$ cat config.mk
export PLATFORM = sky130hd
export DESIGN_NAME = keypad_two_digit_entry_unit
export DESIGN_NICKNAME = d
export VERILOG_FILES = /design/src/sv/kpd2_pkg.sv /design/src/sv/kpd2_cell.sv /design/src/sv/kpd2_resolve.sv /design/src/sv/keypad_two_digit_entry_unit.sv
export SDC_FILE = /design/constraint.sdc
export NUM_CORES = 1
export LEC_CHECK = 0
export ABC_CLOCK_PERIOD_IN_PS = 12700
export BUFFER_PORTS_ARGS = -buffer_cell sky130_fd_sc_hd__buf_2
export CORE_MARGIN = 10
export CORE_UTILIZATION = 60
export DETAILED_ROUTE_END_ITERATION = 10
export PLACE_DENSITY = 0.87
export SETUP_SLACK_MARGIN = 0.02
export SYNTH_ARGS = -nofsm -noshare
export SYNTH_HDL_FRONTEND = slang
export SYNTH_SLANG_ARGS = --single-unit
$ cat constraint.sdc
create_clock -name clk -period 12.7 [get_ports clk]
set_clock_uncertainty 0.05 [all_clocks]
set_input_delay 2.54 -clock clk [delete_from_list [all_inputs] [get_ports clk]]
set_output_delay 2.54 -clock clk [all_outputs]
set_load 0.02 [all_outputs]
$ cat src/sv/kpd2_pkg.sv
// shared types, constants and key tables for the two-digit keypad entry unit
`timescale 1ns / 1ps

package kpd2_pkg;

	localparam int ROWS_DEF = 4;
	localparam int COLS_DEF = 3;
	localparam int COL_STRIDE = 3;

	localparam int KEY_W = 4;
	localparam int RC_W = 12;
	localparam int CN_W = 3;
	localparam int CNT_W = 4;
	localparam int VAL_W = 9;
	localparam int WGT_W = 5;

	localparam logic OP_SCAN = 1'b0;
	localparam logic OP_RELEASE = 1'b1;

	localparam logic [KEY_W-1:0] KEY_STAR = 4'd10;
	localparam logic [KEY_W-1:0] KEY_HASH = 4'd11;
	localparam logic [KEY_W-1:0] KEY_NONE = 4'd15;

	localparam logic signed [VAL_W-1:0] RESET_VALUE = 9'sd30;

	// bundle handed from cell to cell
	typedef struct packed {
		logic             op;
		logic [RC_W-1:0]  rc;
		logic [CN_W-1:0]  cn;
		logic [CNT_W-1:0] cnt;
		logic [KEY_W-1:0] ka;  // last key seen
		logic [KEY_W-1:0] kb;  // second to last
		logic [KEY_W-1:0] kc;  // third to last
	} cell_bus_t;

	typedef struct packed {
		logic [CNT_W-1:0]        presses;
		logic                    released;
		logic                    awaiting;
		logic [KEY_W-1:0]        held;
		logic signed [VAL_W-1:0] threshold;
	} result_t;

	function automatic logic [KEY_W-1:0] key_code(input int row, input int col);
		logic [KEY_W-1:0] k;
		case (row)
			0: k = KEY_W'(col + 1);
			1: k = KEY_W'(col + 4);
			2: k = KEY_W'(col + 7);
			3: begin
				case (col)
					0: k = KEY_STAR;
					1: k = 4'd0;
					default: k = KEY_HASH;
				endcase
			end
			default: k = KEY_NONE;
		endcase
		return k;
	endfunction

	// star counts as -6, hash as -13, anything unused as zero
	function automatic logic signed [WGT_W-1:0] key_weight(input logic [KEY_W-1:0] k);
		logic signed [WGT_W-1:0] w;
		case (k)
			KEY_STAR: w = -5'sd6;
			KEY_HASH: w = -5'sd13;
			default: w = (k <= 4'd9) ? $signed({1'b0, k}) : 5'sd0;
		endcase
		return w;
	endfunction

endpackage

$ cat src/sv/kpd2_cell.sv
// one key position of the scan chain: counts a press and shifts in its key code
`timescale 1ns / 1ps

module kpd2_cell #(
	parameter int                          BIT = 0,
	parameter logic [kpd2_pkg::KEY_W-1:0] KEY = 4'd1
) (
	input  logic                clk,
	input  logic                arst_n,
	input  logic                in_valid,
	output logic                in_ready,
	input  kpd2_pkg::cell_bus_t in_bus,
	output logic                out_valid,
	input  logic                out_ready,
	output kpd2_pkg::cell_bus_t out_bus
);

	logic                valid_q;
	kpd2_pkg::cell_bus_t bus_q;
	kpd2_pkg::cell_bus_t bus_nxt;
	logic                hit;

	assign in_ready = !valid_q || out_ready;
	assign hit = (in_bus.op == kpd2_pkg::OP_SCAN) && in_bus.rc[BIT];

	always_comb begin
		bus_nxt = in_bus;
		if (hit) begin
			bus_nxt.kc = in_bus.kb;
			bus_nxt.kb = in_bus.ka;
			bus_nxt.ka = KEY;
			bus_nxt.cnt = in_bus.cnt + kpd2_pkg::CNT_W'(1);
		end
	end

	always_ff @(posedge clk or negedge arst_n) begin
		if (!arst_n) begin
			valid_q <= 1'b0;
		end else if (in_ready) begin
			valid_q <= in_valid;
		end
	end

	always_ff @(posedge clk) begin
		if (in_ready && in_valid) begin
			bus_q <= bus_nxt;
		end
	end

	assign out_valid = valid_q;
	assign out_bus = bus_q;

endmodule

$ cat src/sv/kpd2_resolve.sv
// end of chain: applies the collected presses to the pair state and holds the result word
`timescale 1ns / 1ps

module kpd2_resolve (
	input  logic                clk,
	input  logic                arst_n,
	input  logic                in_valid,
	output logic                in_ready,
	input  kpd2_pkg::cell_bus_t in_bus,
	output logic                out_valid,
	input  logic                out_ready,
	output kpd2_pkg::result_t   out_res
);

	logic                                  rel_q;
	logic                                  phase_q;
	logic [kpd2_pkg::KEY_W-1:0]            first_q;
	logic signed [kpd2_pkg::VAL_W-1:0]     val_q;
	logic                                  out_valid_q;
	kpd2_pkg::result_t                     res_q;

	logic                                  acc;
	logic                                  take;
	logic                                  upd;
	logic [kpd2_pkg::KEY_W-1:0]            hi;
	logic [kpd2_pkg::KEY_W-1:0]            lo;
	logic [kpd2_pkg::KEY_W-1:0]            first_nxt;
	logic signed [kpd2_pkg::WGT_W-1:0]     w_hi;
	logic signed [kpd2_pkg::WGT_W-1:0]     w_lo;
	logic signed [kpd2_pkg::VAL_W-1:0]     hi_ext;
	logic signed [kpd2_pkg::VAL_W-1:0]     lo_ext;
	logic signed [kpd2_pkg::VAL_W-1:0]     pair_val;
	logic                                  rel_nxt;
	logic                                  phase_nxt;
	logic signed [kpd2_pkg::VAL_W-1:0]     val_nxt;

	assign in_ready = !out_valid_q || out_ready;
	assign acc = in_valid && in_ready;
	assign take = (in_bus.op == kpd2_pkg::OP_SCAN) && rel_q && (in_bus.cnt != '0);

	// only the last pair completed in this word and the last key matter
	always_comb begin
		hi = in_bus.kb;
		lo = in_bus.ka;
		upd = 1'b1;
		first_nxt = kpd2_pkg::KEY_NONE;
		if (!phase_q) begin
			if (!in_bus.cnt[0]) begin
				hi = in_bus.kb;
				lo = in_bus.ka;
			end else begin
				first_nxt = in_bus.ka;
				hi = in_bus.kc;
				lo = in_bus.kb;
				upd = (in_bus.cnt >= kpd2_pkg::CNT_W'(3));
			end
		end else begin
			if (in_bus.cnt[0]) begin
				hi = (in_bus.cnt == kpd2_pkg::CNT_W'(1)) ? first_q : in_bus.kb;
				lo = in_bus.ka;
			end else begin
				first_nxt = in_bus.ka;
				hi = (in_bus.cnt == kpd2_pkg::CNT_W'(2)) ? first_q : in_bus.kc;
				lo = in_bus.kb;
			end
		end
	end

	assign w_hi = kpd2_pkg::key_weight(hi);
	assign w_lo = kpd2_pkg::key_weight(lo);
	assign hi_ext = kpd2_pkg::VAL_W'(w_hi);
	assign lo_ext = kpd2_pkg::VAL_W'(w_lo);
	// times ten as eight plus two
	assign pair_val = (hi_ext <<< 3) + (hi_ext <<< 1) + lo_ext;

	always_comb begin
		rel_nxt = rel_q;
		phase_nxt = phase_q;
		val_nxt = val_q;
		if (in_bus.op == kpd2_pkg::OP_SCAN) begin
			if (take) begin
				rel_nxt = 1'b0;
				phase_nxt = phase_q ^ in_bus.cnt[0];
				if (upd) begin
					val_nxt = pair_val;
				end
			end
		end else if (!rel_q && in_bus.cn == '0) begin
			rel_nxt = 1'b1;
		end
	end

	always_ff @(posedge clk or negedge arst_n) begin
		if (!arst_n) begin
			rel_q <= 1'b1;
			phase_q <= 1'b0;
			first_q <= kpd2_pkg::KEY_NONE;
			val_q <= kpd2_pkg::RESET_VALUE;
			out_valid_q <= 1'b0;
		end else begin
			if (in_ready) begin
				out_valid_q <= in_valid;
			end
			if (acc) begin
				rel_q <= rel_nxt;
				phase_q <= phase_nxt;
				val_q <= val_nxt;
				if (take) begin
					first_q <= first_nxt;
				end
			end
		end
	end

	always_ff @(posedge clk) begin
		if (acc) begin
			res_q.threshold <= val_nxt;
			res_q.held <= take ? first_nxt : first_q;
			res_q.awaiting <= phase_nxt;
			res_q.released <= rel_nxt;
			res_q.presses <= take ? in_bus.cnt : '0;
		end
	end

	assign out_valid = out_valid_q;
	assign out_res = res_q;

	a_phase_matches_held: assert property (@(posedge clk) disable iff (!arst_n)
		phase_q == (first_q != kpd2_pkg::KEY_NONE))
		else $error("pair phase and held key disagree");

	a_presses_clear_release: assert property (@(posedge clk) disable iff (!arst_n)
		(out_valid_q && res_q.presses != '0) |-> !res_q.released)
		else $error("presses reported while keypad still marked released");

	a_phase_parity: assert property (@(posedge clk) disable iff (!arst_n)
		acc |=> phase_q == $past(phase_q ^ (take & in_bus.cnt[0])))
		else $error("pair phase did not follow press parity");

	a_release_source: assert property (@(posedge clk) disable iff (!arst_n)
		$rose(rel_q) |-> $past(acc && in_bus.op == kpd2_pkg::OP_RELEASE))
		else $error("release mark set without a release check");

endmodule

$ cat src/sv/keypad_two_digit_entry_unit.sv
// top level: 4x3 keypad scan chain turning key pairs into a two-digit threshold
//
//  channel  | dir | fields
//  s_*      | in  | tuser: operation; tdata: row_columns, columns_now
//  m_*      | out | tdata: threshold, held_key, awaiting_second, released, presses_taken
//
// one cell per key position, ROWS*COLS cells, then a resolve stage with the state
// a new word is taken every cycle unless the output stalls
// the pair state lives only in the resolve stage, updated once per word
// reset clears all valid bits and sets threshold 30, no key held, keypad released
// a stalled output fills the chain one cell at a time before s_tready drops
`timescale 1ns / 1ps

module keypad_two_digit_entry_unit #(
	parameter int ROWS = kpd2_pkg::ROWS_DEF,
	parameter int COLS = kpd2_pkg::COLS_DEF
) (
	input  logic        clk,
	input  logic        arst_n,
	input  logic        s_tvalid,
	output logic        s_tready,
	input  logic [15:0] s_tdata,  // row_columns[11:0], columns_now[14:12], zero pad
	input  logic        s_tuser,  // operation
	output logic        m_tvalid,
	input  logic        m_tready,
	output logic [23:0] m_tdata   // threshold[8:0], held_key[12:9], awaiting_second[13],
	                              // released[14], presses_taken[18:15], zero pad
);

	localparam int NCELL = ROWS * COLS;

	logic                chain_valid [NCELL+1];
	logic                chain_ready [NCELL+1];
	kpd2_pkg::cell_bus_t chain_bus   [NCELL+1];
	kpd2_pkg::result_t   res;

	always_comb begin
		chain_bus[0].op = s_tuser;
		chain_bus[0].rc = s_tdata[kpd2_pkg::RC_W-1:0];
		chain_bus[0].cn = s_tdata[kpd2_pkg::RC_W +: kpd2_pkg::CN_W];
		chain_bus[0].cnt = '0;
		chain_bus[0].ka = kpd2_pkg::KEY_NONE;
		chain_bus[0].kb = kpd2_pkg::KEY_NONE;
		chain_bus[0].kc = kpd2_pkg::KEY_NONE;
	end

	assign chain_valid[0] = s_tvalid;
	assign s_tready = chain_ready[0];

	for (genvar g = 0; g < NCELL; g++) begin : g_cell
		localparam int ROW = g / COLS;
		localparam int COL = g % COLS;
		kpd2_cell #(
			.BIT(ROW * kpd2_pkg::COL_STRIDE + COL),
			.KEY(kpd2_pkg::key_code(ROW, COL))
		) u_cell (
			.clk      (clk),
			.arst_n   (arst_n),
			.in_valid (chain_valid[g]),
			.in_ready (chain_ready[g]),
			.in_bus   (chain_bus[g]),
			.out_valid(chain_valid[g+1]),
			.out_ready(chain_ready[g+1]),
			.out_bus  (chain_bus[g+1])
		);
	end

	kpd2_resolve u_resolve (
		.clk      (clk),
		.arst_n   (arst_n),
		.in_valid (chain_valid[NCELL]),
		.in_ready (chain_ready[NCELL]),
		.in_bus   (chain_bus[NCELL]),
		.out_valid(m_tvalid),
		.out_ready(m_tready),
		.out_res  (res)
	);

	assign m_tdata = {5'd0, res.presses, res.released, res.awaiting, res.held,
		res.threshold};

endmodule

### Yosys cells after proc, flatten, opt, wreduce, memory -nomap -nowiden

Index checks and enable logic that the tools add are counted.

* word-level logic and storage cells: 236
* bits in read-only memories: 0
* memory bits (writable): 0
* bits in latches: 0
* memories: 0
* output and inout bits: 26
* register bits after elaboration: 419

* add/subtract/negate cells: 13
* reductions and logical operators: 57
* divide/modulo/power cells: 0
* multipliers: 0
* shift operators: 0
* mux-type cells: 38
* order comparisons: 3
* eq/ne operators: 6
* bitwise gates (word level): 14

Operators with widths (count)
* $mux W16: 11
* $mux W4: 14
* $add A4 B1 Y4 const B: 11
* $logic_and A1 B1 Y1: 28
* $mux W9: 3
* $pmux W5 S2: 2
* $eq A4 B4 Y1 const B: 4
* $logic_not A1 Y1: 14
* $logic_or A1 B1 Y1: 13
* $mux W13: 1
* $not A1 Y1: 13
* $add A8 B6 Y9: 1
* $add A9 B5 Y9: 1
* $le A4 B4 Y1 const B: 2
* $mux W1: 7
* $eq A4 B1 Y1 const B: 1
* $eq A4 B2 Y1 const B: 1
* $ge A4 B2 Y1 const B: 1
* $reduce_bool A4 Y1: 1
* $logic_not A3 Y1: 1
* $xor A1 B1 Y1: 1

### Longest topological paths before layout

Gate-level depths: netlist of run 1.

* word-level depth: 15
* depth in mapped cells: 15

### Cells and area by module

From an unflattened synthesis of run 1, not the netlist that was laid out.

* cell total of the unflattened synthesis: 1142
* area, all modules: 17156.5 sq um

Modules (own cells, without submodules)
* kpd2_cell (g_cell[0].u_cell ...): area each 1241.2 sq um, seq. area each 985.9 sq um, times used 10, cells an instance 77
* kpd2_cell (g_cell[11].u_cell ...): area each 1217.4 sq um, seq. area each 985.9 sq um, times used 2, cells an instance 77
* kpd2_resolve: area each 2264.7 sq um, seq. area each 982.2 sq um, times used 1, cells an instance 211
* keypad_two_digit_entry_unit: area each 45.0 sq um, seq. area each 0.0 sq um, times used 1, cells an instance 7

### Worst setup path after synthesis of run 1

OpenSTA, ideal clock, no wires.

* kind: input to output
* start: in m_tready
* end: out s_tready
* arrival: 3.440 ns
* stages on the path: 4
* slack: 6.670 ns
* buffers on the path: 0
* cells stage by stage: nand4b_1 > nor2_1 > and4_1 > nand3_1

* cells in the longest elaborated chain, start to end: 13

RTL lines
* start: declaration: RTL line keypad_two_digit_entry_unit.sv:25 `input logic m_tready,`
* $logic_or A1 B1 Y1: RTL line kpd2_resolve.sv:37 `assign in_ready = !out_valid_q || out_ready;`
* $logic_or A1 B1 Y1 (12 in series): RTL line kpd2_cell.sv:23 `assign in_ready = !valid_q || out_ready;`
* end: declaration: RTL line keypad_two_digit_entry_unit.sv:21 `output logic s_tready,`

Every way passes these cells.

### Final worst setup path of run 1

Ends and elaborated chain as after synthesis.

==> reports/results.tsv, run 1 <==
stage	metric	value	unit
status	outcome	finished, final reports clean	
floorplan	Die Height	166.7	um
layout	design area	0.01429	mm2
sta	TNS Setup	0	ns
flow_run	Max-Cap Viols	0	
cts	CTS max path bufs	3	
floorplan	I/O pin cnt	47	
cts	clk sink count	320	
cts	H-tree Lvls	1	
routing	WL/cell	15.24	um
routing	DRT antenna net count	0	
global_routing	initial antenna violation count	0	
cts	Clock transition at path regs	0.06	ns
cts	Post-CTS Setup Bufs	0	
critical_path	R2R Path End	u_resolve.out_res[8]	
layout	Area Overhead vs Synth	10.63	%
floorplan	DIE AREA	0.02780	mm2
placed_design	DP Area	0.01337	mm2
pwr	cell area power density	228.4	mW/mm2
placed_design	PortBufs	40	
synthesis	FFs w/ async S/R, synth	8.750	%
pwr	peak supply drop	0.0001411	V
pwr	combinational power share	25.6	%
placed_design	Post-DP HPWL	13190	um
cts	CTS resizes	0	
pwr	clock network power share	25.5	%
critical_path	critical path type	in2out	
floorplan	# rows	53	
pwr	internal power	2270	uW
global_routing	vias in the first global route	7080	
layout	commonest non-fill, non-tap cell in the layout	edfxtp_1	
critical_path	r2r setup slk	8.06	ns
hold_path	Hold Path Origin	g_cell[4].u_cell.out_bus[17]	
critical_path	CP cell instances	buf_2 > nand4b_1 > nor2_1 > and4_1 > nand3_1 > buf_2	
synthesis	number of synthesized register bits	320	
layout	# diodes	0	
critical_path	cells on worst reg2reg path	12	
routing	routed vias	6816	
critical_path	Critical Path End Type	output port	
pwr	net switching fraction of the power	30.47	%
routing	Iter 0 DRT Violations	391	
critical_path	Reg-to-Reg Start	g_cell[11].u_cell.out_bus[15]	
synthesis	Primary FF master, synth	edfxtp_1	
hold_path	hold depth	0	
critical_path	Largest stage delay, worst path	0.41	ns
global_routing	largest net degree at the start of global routing	29	
global_routing	GRT Overall Usage	13.80	%
critical_path	crit path DAT	3.95	ns
sta	FMAX	0.1529	GHz
sta	final hold vios	0	
sta	final clock period utilization by the worst path	51.51	%
cts	CTS tree	done	
placed_design	worst slack, placed	6.165	ns
routing	drt first pass iters	5	
sta	Final Critical Period	6.542	ns
routing	drt via density	5.375	
synthesis	number of synthesis warnings	0	
layout	fin util	67.78	%
sta	Worst Tran Pin Value	1.214	ns
critical_path	Setup crit start kind	input pin	
placed_design	gpl congestion	0.8465	
sta	PnR worst setup slack	6.158	ns
synthesis	Post-Syn Area	0.01292	mm2
routing	DRC viols	0	
sta	worst rel slew slack	19.04	%
floorplan	Die Wd	166.7	um
layout	share of cells above drive strength 1	13.49	%
hold_path	worst hold path class	reg2reg	
synthesis	cells after synthesis	922	
critical_path	crit path max-delay cell type	nor2_1	
pwr	Flop pwr share	48.9	%
cts	worst skew pair latency	0.56	ns
sta	Max Slew Vio Count	0	
pwr	Net Switching	995.1	uW
global_routing	first-pass GRT wire length	32540	um
synthesis	EDFF count, synth	292	
cts	root buffer cell	clkbuf_16	
synthesis	Synth cell types	58	
layout	commonest non-fill, non-tap cells in the layout	edfxtp_1, nand2_1, nand2b_1, buf_2, xnor2_1	
synthesis	Syn Area/Cell	14.01	um2
sta	RSZ-0062 raised after global routing	no	
cts	hold buffers post-CTS	0	
synthesis	post-synthesis sequential area ratio	73.38	%
floorplan	Initial Util	61.27	%
cts	cts bufs inserted	30	
hold_path	worst hold endpoint	g_cell[5].u_cell.out_bus[17]	
critical_path	most frequent CP cell	buf_2	
critical_path	Crit path required time	10.11	ns
sta	final count of negative-setup-slack endpoints	0	
pwr	leak pwr	0.005477	uW
floorplan	Core ar.	0.02109	mm2
layout	nets@finish	1016	
routing	total length of routed wires	19320	um
critical_path	Worst Path Max Fanout	6	
global_routing	total gr overflow	0	
-- how the worst max path moves through the flow --
stage                     startpoint        to  slack, ns  depth (start not counted)
final                       m_tready  s_tready       6.16                          6
after global routing        m_tready  s_tready       6.02                          6
after CTS                   m_tready  s_tready       6.15                          6
after detailed placement    m_tready  s_tready       6.16                          6
after global placement      m_tready  s_tready       6.19                          6
after floorplan             m_tready  s_tready       6.67                          4
-- through the flow --
| stage | hold WS [ns] | instances | total power (uW) |
|---|---|---|---|
| global route | 0.3719 | 1268 | 3444 |
| global placement | 0.3503 | 1215 | 2372 |
| finish | 0.3641 | 1268 | 3265 |
| floorplan | 0.3503 | 926 | 2235 |
| detailed placement | 0.3545 | 1215 | 2439 |
| CTS | 0.3680 | 1268 | 3282 |
-- power groups by stage --
stage	registers, uW	logic [uW]	clock network (uW)
final	1600	836	834
after global routing	1620	932	889
after CTS	1600	839	847
after floorplan	1590	640	0
after detailed placement	1610	825	0
after global placement	1590	779	0
-- synth_stat cells (all sizes together) (2+ instances only) --
master	n	area share, %
xnor2	31	2.1
nand3	9	0.35
ha	18	1.7
or3	3	0.15
a31oi	5	0.24
and4	2	0.14
nor3	4	0.23
inv	22	0.64
o21a	4	0.23
clkbuf	16	0.46
and3	2	0.097
nor2	31	0.90
dfstp	9	1.8
o21ai	16	0.62
a21oi	12	0.46
or4b	2	0.15
buf	14	0.76
mux2	16	1.4
nand4	10	0.48
or2	8	0.39
nand3b	3	0.17
o221ai	2	0.14
nor2b	17	0.82
a211oi	2	0.12
mux2i	8	0.62
nand2b	40	1.9
fa	5	0.77
and2	30	1.5
o2111ai	2	0.14
a21o	2	0.12
dfrtp	19	3.7
xor2	3	0.35
edfxtp	292	68
nand2	246	7.1
-- registers in the layout (all words and copies together) (netlist names) --
register,count
g_cell.u_cell.out_bus,273
g_cell.u_cell.out_valid,12
u_resolve.first_q,4
u_resolve.out_res,19
u_resolve.out_valid,1
u_resolve.phase_q,1
u_resolve.rel_q,1
u_resolve.val_q,9
-- final cells by class --
| cell class | instances | area [um2] |
|---|---|---|
| Inverter | 22 | 82.58 |
| Timing Repair Buffer | 44 | 230.2 |
| Fill cell | 1373 | 6794 |
| Multi-Input combinational cell | 554 | 3234 |
| Sequential cell | 320 | 9480 |
| Clock inverter | 14 | 97.59 |
| Tap cell | 275 | 344.1 |
| Clock buffer | 39 | 824.5 |
-- routing by layer --
| metal | vias to the layer above | global-route usage [%] | part of all wire, % | wire, um |
|---|---|---|---|---|
| met4 | 0 | 5.880 | 3.6 | 700 |
| met3 | 53 | 2.730 | 3.8 | 737 |
| met1 | 3308 | 12.81 | 35 | 6748 |
| li1 | 3322 | - | - | - |
| met5 | - | 0 | 0 | 0 |
| met2 | 133 | 27.99 | 58 | 11130 |
-- cell families after synthesis --
kind of cell / count (synthesis) / share of synthesized area (%)
multiplexers: 25 / 2.189
adder cells (fa/ha/maj): 23 / 2.518
other: 1 / 0.02903
flip-flops: 320 / 73.38
buffers and inverters: 52 / 1.869
AND/OR/NAND/NOR: 412 / 14.82
XOR/XNOR: 34 / 2.450
AO/OA/AOI/OAI: 55 / 2.750
-- worst max-delay path, delay by kind of cell --
| kind | cells | cell delay [ns] |
|---|---|---|
| buf+inv | 2 | 0.30 |
| simple gates | 4 | 1.11 |
(Power assumes the default switching activity.)
==> run 2, diff against run 1 <==
Settings changed: ABC_AREA set to 1, ABC_CLOCK_PERIOD_IN_PS 12700 to 6000, CORE_UTILIZATION 60 to 55, PLACE_DENSITY 0.87 to 0.84.
Clock period 12.7 ns to 6 ns, I/O delays scaled along.
==> run 2 against run 1 <==
Effect of this change:
- hold slack improved by 0.0011 ns
- synthesized area down 0.25%
- design area is 0.92% higher
- combinational power increased by 130%
- synthesized cell count up 9.3%
- clock power up 120%
- setup slack worse by 4.2 ns
- count of clock-buffer cells in the layout is 3 lower
- critical path type unchanged
==> reports/results.tsv, run 2 <==
stage	metric	value	unit
sta	final count of negative-setup-slack endpoints	0	
critical_path	r2r setup slk	2.23	ns
synthesis	Post-synth top cells	edfxtp_1, nand2_1, inv_1	
critical_path	cells on worst reg2reg path	19	
layout	Final Non-Filler Cells	1406	
floorplan	DIE AREA	0.02996	mm2
cts	root buffer cell	clkbuf_16	
critical_path	crit path max-delay cell type	nor2_2	
cts	Clock transition at path regs	0.06	ns
sta	worst rel slew slack	19.38	%
layout	nets@finish	1113	
global_routing	largest net degree at the start of global routing	37	
status	outcome	finished, final reports clean	
global_routing	initial antenna violation count	0	
synthesis	Primary FF master, synth	edfxtp_1	
hold_path	hold depth	0	
hold_path	Hold Path Origin	g_cell[9].u_cell.out_bus[16]	
synthesis	EDFF count, synth	292	
layout	Storage cell area	0.009480	mm2
synthesis	number of synthesized register bits	320	
sta	final clock period utilization by the worst path	67.46	%
cts	H-tree Lvls	1	
sta	Min Hold Slack	0.3652	ns
synthesis	cells after synthesis	1008	
critical_path	Critical Path Source	m_tready	
global_routing	grt peak-use layer	met2	
critical_path	CP top delay family	simple AND/OR/NAND/NOR gates	
sta	Final Critical Period	4.047	ns
layout	share of cells above drive strength 1	13.08	%
synthesis	Syn Area/Cell	12.79	um2
routing	routed vias	7056	
routing	WL/cell	13.13	um
global_routing	vias in the first global route	7215	
layout	commonest non-fill, non-tap cells in the layout	edfxtp_1, nand2_1, inv_1	
cts	Post-CTS Setup Bufs	0	
cts	hold buffers post-CTS	0	
flow_run	Max-Cap Viols	0	
cts	CTS max path bufs	3	
synthesis	Area contributors post-synth	edfxtp_1, nand2_1, inv_1	
layout	commonest non-fill, non-tap cell in the layout	edfxtp_1	
sta	FMAX	0.2471	GHz
critical_path	Critical Path End Type	output port	
floorplan	# rows	55	
hold_path	worst hold path class	reg2reg	
sta	PnR worst setup slack	1.953	ns
pwr	cell area power density	504.3	mW/mm2
critical_path	Reg-to-Reg Start	g_cell[11].u_cell.out_bus[12]	
critical_path	Stages on worst setup path	14	
cts	worst skew pair latency	0.56	ns
cts	cts bufs inserted	30	
placed_design	Post-DP HPWL	12770	um
placed_design	worst slack, placed	1.948	ns
placed_design	Placed Instances	1350	
sta	final hold vios	0	
floorplan	Core ar.	0.02285	mm2
routing	drt via density	5.018	
layout	fin util	63.14	%
critical_path	critical path type	in2out	
synthesis	number of synthesis warnings	0	
synthesis	Synth cell types	42	
routing	DRC viols	0	
layout	max FFs per register	273	
synthesis	area share of the largest cell type after synthesis	68.04	%
layout	Area Overhead vs Synth	11.93	%
synthesis	Post-Syn Area	0.01289	mm2
floorplan	I/O pin cnt	47	
floorplan	Die Wd	173.1	um
layout	# diodes	0	
placed_design	gpl congestion	0.8662	
sta	Worst Tran Pin Value	1.208	ns
layout	FILL cells	1598	
critical_path	crit path DAT	2.80	ns
floorplan	Die Height	173.1	um
routing	Iter 0 DRT Violations	385	
sta	RSZ-0062 raised after global routing	no	
cts	clk sink count	320	
synthesis	post-synthesis sequential area ratio	73.56	%
global_routing	met1 usage	10.64	%
critical_path	Largest stage delay, worst path	0.17	ns
pwr	peak supply drop	0.0002785	V
global_routing	GRT Overall Usage	12.03	%
critical_path	CP cell instances	buf_2 > inv_1 > nand2_2 > nor2_2 > nand2_2 > nor2_4 > nand2_1 > nor2_2 > nand2_2 > nor2_4 > nand4_2 > nor2_2 > nand2_1 > buf_2	
synthesis	top-count cell post-synth	edfxtp_1	
critical_path	Worst Path Max Fanout	4	
cts	CTS resizes	0	
global_routing	total gr overflow	0	
pwr	leak pwr	0.005874	uW
routing	drt first pass iters	5	
floorplan	Initial Util	56.41	%
global_routing	met3 Track Usage GR	2.853	%
synthesis	leading area contributor after synthesis	edfxtp_1	
global_routing	first-pass GRT wire length	30740	um
critical_path	Crit path required time	4.75	ns
global_routing	met2 Use GR	24.22	%
critical_path	Setup crit start kind	input pin	
placed_design	PortBufs	40	
layout	footprint of the multi-input gates	0.002756	mm2
critical_path	WP buf/inv	3	
routing	DRT antenna net count	0	
synthesis	FFs w/ async S/R, synth	8.750	%
sta	Max Slew Vio Count	0	
cts	CTS tree	done	
sta	TNS Setup	0	ns
routing	total length of routed wires	18460	um
## run 2: kinds of logic after synthesis
logic type,after synthesis,synth area share (%)
AOI/OAI and AO/OA,120,5.097
xor gates and xnor gates,31,2.107
adders and majority gates,23,2.524
buffers and inverters,167,5.233
DFF,320,73.56
other,1,0.02910
and+or+nand+nor,346,11.45
## run 2: final timing paths
path,endpoint
setup / recovery,s_tready
min in group asynchronous,g_cell[7].u_cell.out_valid
hold reg to reg,g_cell[10].u_cell.out_bus[16]
hold / removal,g_cell[10].u_cell.out_bus[16]
max in group asynchronous,u_resolve.val_q[8]
setup reg to reg,u_resolve.out_res[8]
## run 2: worst reg2reg max path, cell delays in order (launching register included)
cell,delay (ns)
edfxtp_1,0.65
nor2_2,0.26
nand2_2,0.12
o2111ai_1,0.21
nand3_1,0.17
o21ai_0,0.34
inv_1,0.10
fa_1,0.44
ha_1,0.36
nand2_1,0.09
nor2_1,0.12
nand2_1,0.06
nand3_1,0.09
inv_1,0.05
nand2_1,0.05
nand2_1,0.07
inv_1,0.06
nand3_1,0.06
nand2_1,0.08
a21oi_1,0.06
## run 2: cell type report
class                      count  share of cell area, %
timing repair buffer          46                  1.700
sequential                   320                  65.72
clock inverter                20                  1.353
multi-input combinational    525                  19.11
inverter                     146                  3.834
tap                          313                  2.715
clock buffer                  36                  5.569
## run 2: layer usage
metal | wire length, um | up-vias
met4 | 765 | 0
met1 | 6542 | 3325
met2 | 10280 | 160
met5 | 0 | -
met3 | 872 | 66
li1 | - | 3505
## run 2: where the power goes
group / internal, uW / total (uW) / switching (uW)
combinational: 657 / 1920 / 1260
clock: 1080 / 1870 / 782
sequential: 3230 / 3490 / 259
## run 2: per-stage QoR
step / total power, uW / cell area, um2
2_1_floorplan: 4961 / 12900
3_3_place_gp: 5296 / 13430
3_5_place_dp: 5441 / 13430
4_1_cts: 7327 / 14430
5_1_grt: 7727 / 14430
6_report: 7275 / 14430
